File: config.mk
export PLATFORM = sky130hd
export DESIGN_NAME = cau_div_step
export DESIGN_NICKNAME = d
export VERILOG_FILES = /design/src/cau_pkg.sv /design/src/cau_div_step.sv
export SDC_FILE = /design/constraint.sdc
export NUM_CORES = 1
export LEC_CHECK = 0
export ABC_AREA = 1
export BUFFER_PORTS_ARGS = -buffer_cell sky130_fd_sc_hd__buf_2
export CAP_MARGIN = 20
export CORE_AREA = 2 2 184 186
export DETAILED_ROUTE_END_ITERATION = 7
export DIE_AREA = 0 0 186 188
export PLACE_DENSITY_LB_ADDON = 0.1
export REMOVE_ABC_BUFFERS = 1
export SYNTH_ARGS = -nofsm -noshare
export SYNTH_HDL_FRONTEND = slang
export SYNTH_SLANG_ARGS = --single-unit
File: constraint.sdc
create_clock -name clk -period 3.9 [get_ports clk]
set_input_delay 0.78 -clock clk [delete_from_list [all_inputs] [get_ports clk]]
set_output_delay 0.78 -clock clk [all_outputs]
set_load 0.02 [all_outputs]
File: src/cau_pkg.sv
// Shared types, constants and codes for the complex arithmetic unit.
// Used by every module of the unit; depends on nothing.
`default_nettype none
package cau_pkg;

  localparam int WORD_BITS = 16;
  localparam int FRAC_BITS = 8;
  // exact magnitude of a product sum, divisor and quotient widths
  localparam int MAG_W = 2 * WORD_BITS;
  localparam int QW = WORD_BITS + 1;
  localparam int NUM_W = MAG_W + FRAC_BITS;
  // one divider stage per quotient bit
  localparam int DIV_STAGES = QW;

  typedef enum logic [1:0] {
    OP_ADD = 2'd0,
    OP_SUB = 2'd1,
    OP_MUL = 2'd2,
    OP_DIV = 2'd3
  } op_t;

  typedef enum logic [1:0] {
    STAT_OK  = 2'd0,
    STAT_DZ  = 2'd1,
    STAT_SAT = 2'd2
  } stat_t;

  localparam logic signed [WORD_BITS-1:0] RES_MAX = {1'b0, {(WORD_BITS-1){1'b1}}};
  localparam logic signed [WORD_BITS-1:0] RES_MIN = {1'b1, {(WORD_BITS-1){1'b0}}};

  // one result part as sign and magnitude, plus divider working state
  typedef struct packed {
    logic             neg;
    logic [MAG_W-1:0] mag;
    logic [MAG_W-1:0] rem;
    logic [QW-1:0]    nb;
    logic [QW-1:0]    q;
    logic             ovf;
  } part_t;

  typedef struct packed {
    op_t              op;
    logic             dz;
    logic [MAG_W-1:0] den;
    part_t            re;
    part_t            im;
  } item_t;

endpackage
`default_nettype wire

File: src/cau_div_step.sv
// One registered restoring-division step for both result parts.
// Depends on cau_pkg.
`default_nettype none
module cau_div_step (
  input  wire logic           clk,
  input  wire logic           rst,
  input  wire logic           en,
  input  wire logic           in_valid,
  input  cau_pkg::item_t      in_item,
  output logic                out_valid,
  output cau_pkg::item_t      out_item
);

  function automatic cau_pkg::part_t step(cau_pkg::part_t p, logic [cau_pkg::MAG_W-1:0] den);
    logic [cau_pkg::MAG_W:0] t;
    cau_pkg::part_t r;
    r = p;
    t = {p.rem, p.nb[cau_pkg::QW-1]};
    if (t >= {1'b0, den}) begin
      t = t - {1'b0, den};
      r.q = {p.q[cau_pkg::QW-2:0], 1'b1};
    end else begin
      r.q = {p.q[cau_pkg::QW-2:0], 1'b0};
    end
    r.rem = t[cau_pkg::MAG_W-1:0];
    r.nb = p.nb << 1;
    return r;
  endfunction

  always_ff @(posedge clk) begin
    if (rst) begin
      out_valid <= 1'b0;
    end else if (en) begin
      out_valid <= in_valid;
    end
  end

  always_ff @(posedge clk) begin
    if (en) begin
      out_item.op <= in_item.op;
      out_item.dz <= in_item.dz;
      out_item.den <= in_item.den;
      out_item.re <= step(in_item.re, in_item.den);
      out_item.im <= step(in_item.im, in_item.den);
    end
  end

endmodule
`default_nettype wire

Yosys cells after proc, flatten, opt, wreduce, memory -nomap -nowiden
Cells that the tools add are included.
{"block": "totals", "in_bits": 239, "wordCells": 24, "out_inout_bits": 236, "romBits": 0, "mem_bits_rw": 0, "latch_bits": 0, "regBits": 234, "n_memories": 0}
{"block": "classes", "reduce_logical": 0, "n_mul": 0, "shifts": 0, "add_sub_neg": 2, "n_eq_ne": 0, "n_bitwise": 0, "order_cmp": 2, "div": 0, "muxes": 4}
{"cell": "greater-or-equal comparator 33 x 32 -> 1 bit", "count": 2}
{"cell": "2-to-1 mux 32 bit", "count": 2}
{"cell": "subtractor 32 bit", "count": 2}
{"cell": "2-to-1 mux 1 bit", "count": 2}

Logic depth before layout (Yosys ltp)
{"block": "depth", "word_depth": 2, "mapped_depth": 16, "depth_no_buf": 15}

Least setup slack after synthesis
OpenSTA, ideal clock, no wires.
{"block": "synth_path", "path_kind": "input to register", "startpoint": "input port in_item[228] in the netlist's numbering", "endpoint": "register out_item[56] in the netlist's numbering (data pin)", "slack_ns": 1.433, "setup_ns": 0.252, "n_path_buf": 1, "t_required_ns": 3.648, "arrival_ns": 2.215, "stages": 13, "path_cell_list": "inv_1 ha_1 nand2_2 inv_1 nand2_1 nand2_1 nand2_1 nand2_1 a21oi_1 nand4_4 buf_12 nand2_1 nand2_1"}
{"block": "synth_between", "elab_chain_len": 2}
{"item": "start, declared", "line": "cau_div_step.sv:9", "rtl": "input cau_pkg::item_t in_item,"}
{"item": "greater-or-equal comparator 33 x 32 -> 1 bit", "line": "cau_div_step.sv:19", "rtl": "if (t >= {1'b0, den}) begin"}
{"item": "2-to-1 mux 32 bit", "line": "cau_div_step.sv:19"}
{"item": "end, declared", "line": "cau_div_step.sv:11", "rtl": "output cau_pkg::item_t out_item"}
No other way between the ends.
A chain may end at the register's enable or synchronous reset.

Worst setup path after layout
{"block": "layout_path", "startpoint": "input port in_item[228] in the netlist's numbering", "endpoint": "register out_item[136] in the netlist's numbering (data pin)"}
The elaborated chain is that of the path after synthesis.

==> results.sh <==
export IMPL_gp_congestion=0.930
export IMPL_relSlewSlack_pct=49.9
export IMPL_avgRoutedWirePerCell_um=16.1
export IMPL_wirelength_um=40900
export IMPL_worst_pin_slew_ns=0.751
export IMPL_crit_path_end_kind="register"
export IMPL_setup_ws_ns=1.01
export IMPL_hpwlAfterDp_um=33600
export IMPL_clock_sinks=234
export IMPL_port_buffers=470
export IMPL_hp_class="primary input to register"
export IMPL_maxCapViolCount=0
export IMPL_crit_slowest_cell="nor2_2"
export IMPL_vias=11600
export IMPL_leakage_nw=9.04
export IMPL_syn_area_mm2=0.0134
export IMPL_fin_tns_setup_ns=0
export IMPL_grt_max_degree=89
export IMPL_period_minus_slack_ns=2.89
export IMPL_cts_max_level=1
export IMPL_clk_latency_ns=0.53
export IMPL_hold_viol=0
export IMPL_path_buf_inv=3
export IMPL_power_total_mw=7.08
export IMPL_cts_max_path_buffers=3
export IMPL_die_y_um=188
export IMPL_crit_path_start_kind="primary input"
export IMPL_first_iter_violations=668
export IMPL_start_util_pct=40.3
export IMPL_overflow=0
export IMPL_antenna_left=0
export IMPL_design_die_area_mm2=0.0350
export IMPL_max_stage_delay_ns=0.58
export IMPL_placed_cell_area_mm2=0.0162
export IMPL_rsz0062_at_grt="false"
export IMPL_cts_hold_buf=0
export IMPL_avgSynthCellArea_um2=8.39
export IMPL_cts_buffers=25
export IMPL_finalInstanceArea_mm2=0.0170
export IMPL_finalCritPeriodShare_pct=74.0
export IMPL_ys_seq_area_share_pct=52.5
export IMPL_ir_worst_vdd_mv=0.465
export IMPL_final_net_count=2385
export IMPL_viasPerCell=4.56
export IMPL_ios=475
export IMPL_drive_gt1_share_pct=26.1
export IMPL_worst_path_most_repeated_cell="nand2_1"
export IMPL_setup_viol=0
export IMPL_rows=67
export IMPL_syn_to_final_growth_pct=27.2
export IMPL_skew_ns=0
export IMPL_first_pass_iters=5
export IMPL_fmax_ghz=0.346
export IMPL_antenna_found_initial=3
export IMPL_place_ws_ns=0.463
export IMPL_grt_pass1_wl_um=61300
export IMPL_first_global_vias=11300
export IMPL_cts_root_buf="clkbuf_16"
export IMPL_ys_warn_count=0
export IMPL_final_core_util_pct=51.3
export IMPL_core_mm2=0.0331
export IMPL_crit_type="primary input to register"
export IMPL_clk_pin_slew_ns=0.06
export IMPL_synth_seq_cells=234
export IMPL_grt_usage_pct=23.0
export IMPL_powerDensity_mw_per_mm2=417
export IMPL_critPathMaxFanout=33
export IMPL_status="finished, final reports clean"
export IMPL_cts_tree="built"
export IMPL_die_w_um=186
export IMPL_critPathTopFamily="simple AND/OR/NAND/NOR gates"
export IMPL_post_cts_resized=0
export IMPL_layout_commonest_cell="nand2_1"
export IMPL_drc_errors=0
export IMPL_mostFrequentLayoutCells="nand2_1, buf_2, inv_1"
export IMPL_finalMaxSlewViolations=0
export IMPL_worstPathCellList="buf_2 > inv_1 > ha_1 > nand2_1 > nor2_1 > inv_1 > nor2_1 > nand2_1 > nand3_2 > nor2_2 > nand2_4 > nand2_1 > nand2_1"
export IMPL_synth_cells=1592
export IMPL_synth_distinct_cells=35
export IMPL_post_cts_buffers=0
export IMPL_required_ns=4.17
export IMPL_arrival_ns=3.16
-- metrics by stage --
stage / hold slack [ns] / std cells
finish: 0.396 / 2545
global route: 0.379 / 2545
CTS: 0.375 / 2542
detailed placement: 0.492 / 2501
global placement: 0.479 / 2501
floorplan: 0.579 / 1572
-- worst register-to-register path, cell delays in order, from the launching register on --
cell and delay (ns):
dfxtp_1 0.31, mux2i_1 0.12, nor2_1 0.05
-- logic make-up after synthesis --
kind of cell	synth area share [%]
other	0.0281
XOR/XNOR	1.84
buffers and inverters	9.63
AND/OR/NAND/NOR	28.0
multiplexers	0.0749
flip-flops	52.5
AO/OA/AOI/OAI	1.56
adder cells (fa/ha/maj)	6.30
-- sequential cells by signal, summed over array words and instances (netlist names) --
name,flops
out_valid,1
out_item,233
-- path summary, 6_finish.rpt --
path	slack, ns	to	startpoint	cells after the start
hold / removal	0.40	out_valid$_SDFFE_PP0P_	rst	2
hold reg to reg	0.50	out_valid$_SDFFE_PP0P_	out_valid$_SDFFE_PP0P_	2
setup / recovery	1.01	out_item[136]$_DFFE_PP_	in_item[228]	13
setup reg to reg	3.32	out_valid$_SDFFE_PP0P_	out_valid$_SDFFE_PP0P_	2
-- cells in the mapped netlist (all sizes together) --
library cell	count	area [µm²]
nand2	649	2490
xor2	26	228
fa	2	40.0
buf	21	164
and2	9	56.3
o21bai	2	15.0
or2	1	6.26
xnor2	2	17.5
a21o	1	7.51
nand3	123	631
ha	64	801
a21oi	37	185
conb	1	3.75
edfxtp	233	7000
inv	299	1120
nand3b	3	26.3
mux2i	1	10.0
nand4	10	77.6
nor3	18	106
dfxtp	1	20.0
nor2	89	354
-- where the power goes --
| group | internal [mW] | switching, mW |
|---|---|---|
| registers | 3.07 | 0.0524 |
| clock network | 1.26 | 0.938 |
| logic | 0.569 | 1.19 |
-- per-layer routing --
layer | GRT usage, % | vias up | share of wire (%)
li1 | - | 5986 | -
met1 | 29.0 | 5208 | 42
met2 | 39.7 | 351 | 49
met3 | 3.55 | 67 | 6.4
met4 | 8.15 | 0 | 3.3
met5 | 0 | - | 0
-- cell type report --
class	instances	area, µm²
antenna	3	7.51
clock buffer	32	662
clock inverter	9	85.1
fill	3321	16100
inverter	299	1120
multi-input combinational	1039	5060
sequential	234	7020
tap	448	561
timing repair buffer	481	2470
Note: power is estimated with default switching activity, not from simulation.
