**config.mk**
```make
export PLATFORM = sky130hd
export DESIGN_NAME = cau_back
export DESIGN_NICKNAME = d
export VERILOG_FILES = /design/src/cau_pkg.sv /design/src/cau_back.sv
export SDC_FILE = /design/constraint.sdc
export NUM_CORES = 1
export LEC_CHECK = 0
export BUFFER_PORTS_ARGS = -buffer_cell sky130_fd_sc_hd__buf_4
export CAP_MARGIN = 40
export CORE_MARGIN = 5
export CORE_UTILIZATION = 35
export DETAILED_ROUTE_END_ITERATION = 16
export PLACE_DENSITY = 0.76
export RECOVER_POWER = 50
export SETUP_SLACK_MARGIN = 0.2
export SLEW_MARGIN = 15
export SYNTH_ARGS = -nofsm -noshare
export SYNTH_HDL_FRONTEND = slang
export SYNTH_SLANG_ARGS = --single-unit
```
**constraint.sdc**
```tcl
create_clock -name clk -period 3.7 [get_ports clk]
set_clock_uncertainty 0.1 [all_clocks]
set_input_delay 0.185 -clock clk [delete_from_list [all_inputs] [get_ports clk]]
set_output_delay 0.185 -clock clk [all_outputs]
set_load 0.02 [all_outputs]
```
**src/cau_pkg.sv**
```systemverilog
// Shared types, constants and codes for the complex arithmetic unit.
// Used by every module of the unit; depends on nothing.
`default_nettype none
package cau_pkg;

  localparam int WORD_BITS = 16;
  localparam int FRAC_BITS = 8;
  // exact magnitude of a product sum, divisor and quotient widths
  localparam int MAG_W = 2 * WORD_BITS;
  localparam int QW = WORD_BITS + 1;
  localparam int NUM_W = MAG_W + FRAC_BITS;
  // one divider stage per quotient bit
  localparam int DIV_STAGES = QW;

  typedef enum logic [1:0] {
    OP_ADD = 2'd0,
    OP_SUB = 2'd1,
    OP_MUL = 2'd2,
    OP_DIV = 2'd3
  } op_t;

  typedef enum logic [1:0] {
    STAT_OK  = 2'd0,
    STAT_DZ  = 2'd1,
    STAT_SAT = 2'd2
  } stat_t;

  localparam logic signed [WORD_BITS-1:0] RES_MAX = {1'b0, {(WORD_BITS-1){1'b1}}};
  localparam logic signed [WORD_BITS-1:0] RES_MIN = {1'b1, {(WORD_BITS-1){1'b0}}};

  // one result part as sign and magnitude, plus divider working state
  typedef struct packed {
    logic             neg;
    logic [MAG_W-1:0] mag;
    logic [MAG_W-1:0] rem;
    logic [QW-1:0]    nb;
    logic [QW-1:0]    q;
    logic             ovf;
  } part_t;

  typedef struct packed {
    op_t              op;
    logic             dz;
    logic [MAG_W-1:0] den;
    part_t            re;
    part_t            im;
  } item_t;

endpackage
`default_nettype wire

```
**src/cau_back.sv**
```systemverilog
// Back end: result select, saturation, status and output register.
// Depends on cau_pkg.
`default_nettype none
module cau_back (
  input  wire logic                            clk,
  input  wire logic                            rst,
  input  wire logic                            en,
  input  wire logic                            in_valid,
  input  cau_pkg::item_t                       in_item,
  output logic                                 out_valid,
  output logic signed [cau_pkg::WORD_BITS-1:0] res_real,
  output logic signed [cau_pkg::WORD_BITS-1:0] res_imag,
  output logic [1:0]                           status
);

  localparam int VW = cau_pkg::MAG_W + 1;

  typedef struct packed {
    logic                         sat;
    logic [cau_pkg::WORD_BITS-1:0] val;
  } nar_t;

  function automatic nar_t narrow(cau_pkg::part_t p, logic is_div);
    logic [VW-1:0] v;
    nar_t r;
    if (is_div) begin
      v = p.ovf ? '1 : VW'(p.q);
    end else begin
      v = VW'(p.mag);
    end
    if (!p.neg) begin
      r.sat = v > VW'(cau_pkg::RES_MAX);
      r.val = r.sat ? cau_pkg::RES_MAX : v[cau_pkg::WORD_BITS-1:0];
    end else begin
      r.sat = v > VW'({1'b0, cau_pkg::RES_MIN});
      r.val = r.sat ? cau_pkg::RES_MIN : cau_pkg::WORD_BITS'(-v);
    end
    return r;
  endfunction

  nar_t nre, nim;
  logic is_div;

  always_comb begin
    is_div = in_item.op == cau_pkg::OP_DIV;
    nre = narrow(in_item.re, is_div);
    nim = narrow(in_item.im, is_div);
  end

  always_ff @(posedge clk) begin
    if (rst) begin
      out_valid <= 1'b0;
    end else if (en) begin
      out_valid <= in_valid;
    end
  end

  // output register
  always_ff @(posedge clk) begin
    if (en) begin
      if (is_div && in_item.dz) begin
        res_real <= '0;
        res_imag <= '0;
        status <= cau_pkg::STAT_DZ;
      end else begin
        res_real <= nre.val;
        res_imag <= nim.val;
        status <= (nre.sat || nim.sat) ? cau_pkg::STAT_SAT : cau_pkg::STAT_OK;
      end
    end
  end

endmodule
`default_nettype wire

```
Yosys cells after proc, flatten, opt, wreduce, memory -nomap -nowiden:

Index checks and enable logic that the tools add are counted.

* add/subtract/negate cells: 2
* multiplexer cells: 11
* reductions and logical operators: 2
* divide/modulo/power cells: 0
* bitwise operators: 0
* shifts and indexed selects: 0
* equal/unequal tests: 1
* magnitude comparators: 4
* multiply operators: 0

Operators by type and width (count)
* 33-bit 2-to-1 mux: 4
* 33-bit by 15-bit > comparator with 1-bit output (second input constant): 2
* 33-bit by 16-bit > comparator with 1-bit output (second input constant): 2
* 16-bit 2-to-1 mux: 4
* 17-bit 2-to-1 mux: 2
* 16-bit negator: 2
* 2-bit equality test (second input constant): 1
* 2-bit 2-to-1 mux: 1
* 1-bit logical AND: 1
* 1-bit logical OR: 1

* RAM bits: 0
* logic and storage cells: 24
* bits of input ports: 239
* latch bits: 0
* register bits after elaboration: 35
* output and inout bits: 35
* bits in read-only memories: 0
* memories: 0

Logic depth before layout (Yosys ltp):

* word-level depth: 7
* mapped depth: 14
* mapped depth without buffers: 10

Least setup slack after synthesis:

Ideal clock, no wire load.

* kind: input-to-reg
* start point: input in_item[0] (netlist name)
* end point: register res_imag[8] (netlist name), data pin
* path buffers: 3
* stages on the path: 13
* path slack: 0.724 ns
* library setup time: 0.266 ns
* arrival: 2.610 ns
* required time: 3.334 ns
* path through: buf_2 -> clkbuf_1 -> and4bb_2 -> nor2_2 -> inv_1 -> ha_1 -> nor4b_1 -> a22oi_1 -> nor4_4 -> a31o_2 -> buf_4 -> a31oi_1 -> nor2_1

* cells in the longest elaborated chain, start to end: 5
* elaborated cells between the ends (all ways): 8
* classes of those cells: add/sub (1); order compare (2); mux (5)

RTL lines
* start: declaration: line cau_back.sv:9 `input cau_pkg::item_t in_item,`
* 33-bit 2-to-1 mux (*): line cau_back.sv:27 `v = p.ovf ? '1 : VW'(p.q);`
* 33-bit 2-to-1 mux (*): line cau_back.sv:26 `if (is_div) begin`
* 33-bit by 15-bit > comparator with 1-bit output (tied with other cells): line cau_back.sv:32 `r.sat = v > VW'(cau_pkg::RES_MAX);`
* 16-bit 2-to-1 mux (on tied branches): line cau_back.sv:33, cau_back.sv:36
* 17-bit 2-to-1 mux (*): line cau_back.sv:31 `if (!p.neg) begin`
* end signal: assignment: line cau_back.sv:67 `res_imag <= nim.val;`
* end: declaration: line cau_back.sv:12 `output logic signed [cau_pkg::WORD_BITS-1:0] res_imag,`

Every way passes the cells marked *; elsewhere a longest branch is shown, timed or not.
A chain may end at the register's enable or synchronous reset.

Worst setup path in the final report:

* start point: input in_item[234] (netlist name)
* end point: register res_real[2] (netlist name), data pin

* cells in the longest elaborated chain, start to end: 5
* elaborated cells between the ends (all ways): 9
* classes of those cells: add/sub (1); order compare (2); eq/ne (1); mux (4); reduce/logical (1)

RTL lines
* 2-bit equality test (*): line cau_back.sv:45 `is_div = in_item.op == cau_pkg::OP_DIV;`
* 33-bit 2-to-1 mux: line cau_back.sv:26
* 33-bit by 15-bit > comparator with 1-bit output (tied with other cells): line cau_back.sv:32
* 16-bit 2-to-1 mux (on tied branches): line cau_back.sv:33, cau_back.sv:36
* 17-bit 2-to-1 mux: line cau_back.sv:31
* end signal: assignment: line cau_back.sv:66 `res_real <= nre.val;`
* end: declaration: line cau_back.sv:11 `output logic signed [cau_pkg::WORD_BITS-1:0] res_real,`

Marked as above.

==> key figures <==
Status
  • Outcome: finished, violations left
  • Violated checks: max-capacitance violations, max-slew violations

Routing
  • Residual DRC: 0
  • DRT iter0 DRCs: 325
  • Via count: 3,996
  • DR vias/cell: 5.90
  • WL final: 12.2 mm
  • DRT Pass-1 Iters: 5
  • WL per Instance: 18.0 µm
  • Routed Antenna Nets: 0

Clock tree
  • Clock-pin slew on the worst setup and hold paths: 0.07 ns
  • Hold_buf cts: 1
  • Root Driver: clkbuf_8
  • CTS Buf Count: 5
  • CTS Buffer Depth: 2
  • Post_cts resized: 0
  • Clk sink count: 35
  • Skew-Pair Late Insertion Delay: 0.28 ns
  • CTS tree: yes
  • H-tree depth: 2
  • Postcts setup bufs: 0

Layout
  • Commonest non-fill, non-tap cells in the layout: buf_4 (133), a21oi_1 (56), nor2_1 (43), edfxtp_1 (34), o21ai_0 (25)
  • Layout area overhead: 32.4%
  • Diode count: 0
  • Layout Nets: 786
  • Share of cells above drive strength 1: 0.342
  • Most common cell after layout, fill and taps aside: buf_4

Logic synthesis
  • Synth Instances: 416
  • Post-synth top area share: 0.288
  • Syn avg cell area: 8.53 µm²
  • Synthesis Warnings: 0
  • Count of cell types in the netlist: 62
  • Post-synthesis sequential area ratio: 0.293
  • Yosys reg bits: 35
  • EDFF count, synth: 34
  • Leading post-synthesis cells by cell area: edfxtp_1 (29%), a21oi_1 (7.9%), and4bb_2 (6.3%)
  • Post-synth top area cell: edfxtp_1
  • Cell Area, Synth: 3550 µm²
  • Synth Flop Type: edfxtp_1
  • FFs w/ async S/R, synth: 0
  • Net Count, Synth: 659

Setup path
  • Critical path type: in -> reg
  • Worst-path fanout max: 44
  • Startpoint Class: primary input
  • Required time of the critical path: 3.68 ns
  • CP Capture Type: flop
  • Crit path arrival time: 3.16 ns

Timing
  • Fin Setup TNS: 0 ns
  • Slew @ Worst Pin: 1.81 ns
  • RSZ-0062 raised after global routing: no
  • Final number of max-transition violations: 36
  • Relative slew slack: -0.205
  • Hold Fails Final Rpt: 0
  • Worst setup margin: 0.527 ns
  • Min cycle time layout: 3.17 ns
  • Final setup violation count: 0
  • FMAX: 315 MHz
  • Crit share post-route: 0.858

Floorplanning
  • I/O pin count: 274
  • Starting Density: 0.361
  • Core ar.: 9820 µm²
  • Die X: 111 µm
  • Die height: 111 µm
  • Die ar.: 12,300 µm²
  • Rows: 36

Global route
  • Remaining global-route overflow: 0
  • Largest net degree at the start of global routing: 47
  • First-pass GRT wire length: 19.9 mm
  • Initial antenna violation count: 0
  • GRT Total Usage: 0.193
  • Vias in the first global route: 3,861

Place
  • Port bufs: 143
  • Final Wtd Congestion: 0.907
  • Detail Placement HPWL: 9.54 mm
  • Pre-CTS setup slack: 0.303 ns

Power
  • Power Density: 270 nW/µm²
  • Worst vdd ir: 0.000140 V
  • Pleak: 0.00181 µW

Hold path
  • Worst hold path type: in -> reg

Flow run
  • # Max-Cap Violations: 1
==> flip-flops by register name (all words and copies together) (netlist names) <==
register	count
status	2
res_imag	16
res_real	16
out_valid	1
==> metal layers <==
| layer | track usage | up-vias | wire length, µm |
|---|---|---|---|
| li1 | - | 1918 | - |
| met1 | 0.292 | 1837 | 5960 |
| met2 | 0.280 | 231 | 5020 |
| met3 | 0.0420 | 10 | 1100 |
| met4 | 0.0386 | 0 | 109 |
| met5 | 0 | - | 0 |
==> stage by stage <==
step	power, µW	cells	cell area [µm²]	hold WS, ns	utilization
after floorplan	742	416	3550	0.157	-
after global placement	930	668	4640	0.242	0.473
after detailed placement	939	668	4640	0.251	0.473
after CTS	1290	677	4770	0.0566	0.486
after global routing	1340	677	4700	0.0950	0.479
final	1270	677	4700	0.0527	0.479
==> Yosys cell counts (4+ instances only) <==
cell type,n
a211oi_1,8
a21oi_1,56
a311oi_1,6
a31oi_1,9
a41oi_1,4
and3_1,6
and4bb_2,18
buf_2,4
buf_4,4
buf_6,9
clkbuf_1,13
edfxtp_1,34
ha_1,4
inv_1,8
mux2_2,4
mux2i_1,5
nand2_1,16
nand3_1,18
nand4_1,8
nor2_1,43
nor3_1,9
nor4_1,20
nor4_4,4
nor4bb_1,5
o211ai_1,11
o21ai_0,25
o22ai_1,9
or2_2,9
==> area by class of cell <==
| class | instances | area, µm² |
|---|---|---|
| inverters | 9 | 33.8 |
| well taps | 133 | 166 |
| clock buffers | 6 | 82.6 |
| repair buffers | 152 | 1080 |
| clock inverters | 2 | 35.0 |
| multi-input cells | 340 | 2270 |
| flip-flops and latches | 35 | 1040 |
| fillers | 986 | 5120 |
==> kinds of logic (layout without fill, tap and decap cells) <==
group	Yosys count	count (layout)	synth area share
buf+inv	41	169	0.0684
flops	35	35	0.293
fa+ha+maj	4	4	0.0141
xor+xnor	3	3	0.00740
simple gates	174	174	0.324
mux	9	9	0.0268
compound gates	150	150	0.266
==> report_power, final <==
group	internal, µW	switching (µW)	total (µW)
Sequential	475	9.71	485
Clock	218	130	348
Combinational	182	255	437
==> critical path, stage by stage <==
cell	delay [ns]
buf_4	0.33
buf_4	0.28
and4bb_2	0.25
nor2_1	0.12
inv_1	0.09
ha_1	0.19
nor4b_1	0.23
mux2i_1	0.12
buf_4	0.18
nor4_4	0.32
a31o_2	0.44
nand3_1	0.13
a21oi_1	0.27
==> path summary, 6_finish.rpt <==
path / start / to / slack, ns / depth (start not counted)
hold / removal: in_valid / out_valid / 0.05 / 3
setup / recovery: in_item[234] / res_real[2] / 0.53 / 13
setup reg to reg: out_valid / out_valid / 3.00 / 2
hold reg to reg: out_valid / out_valid / 0.41 / 2
Note: power is estimated with default switching activity, not from simulation.
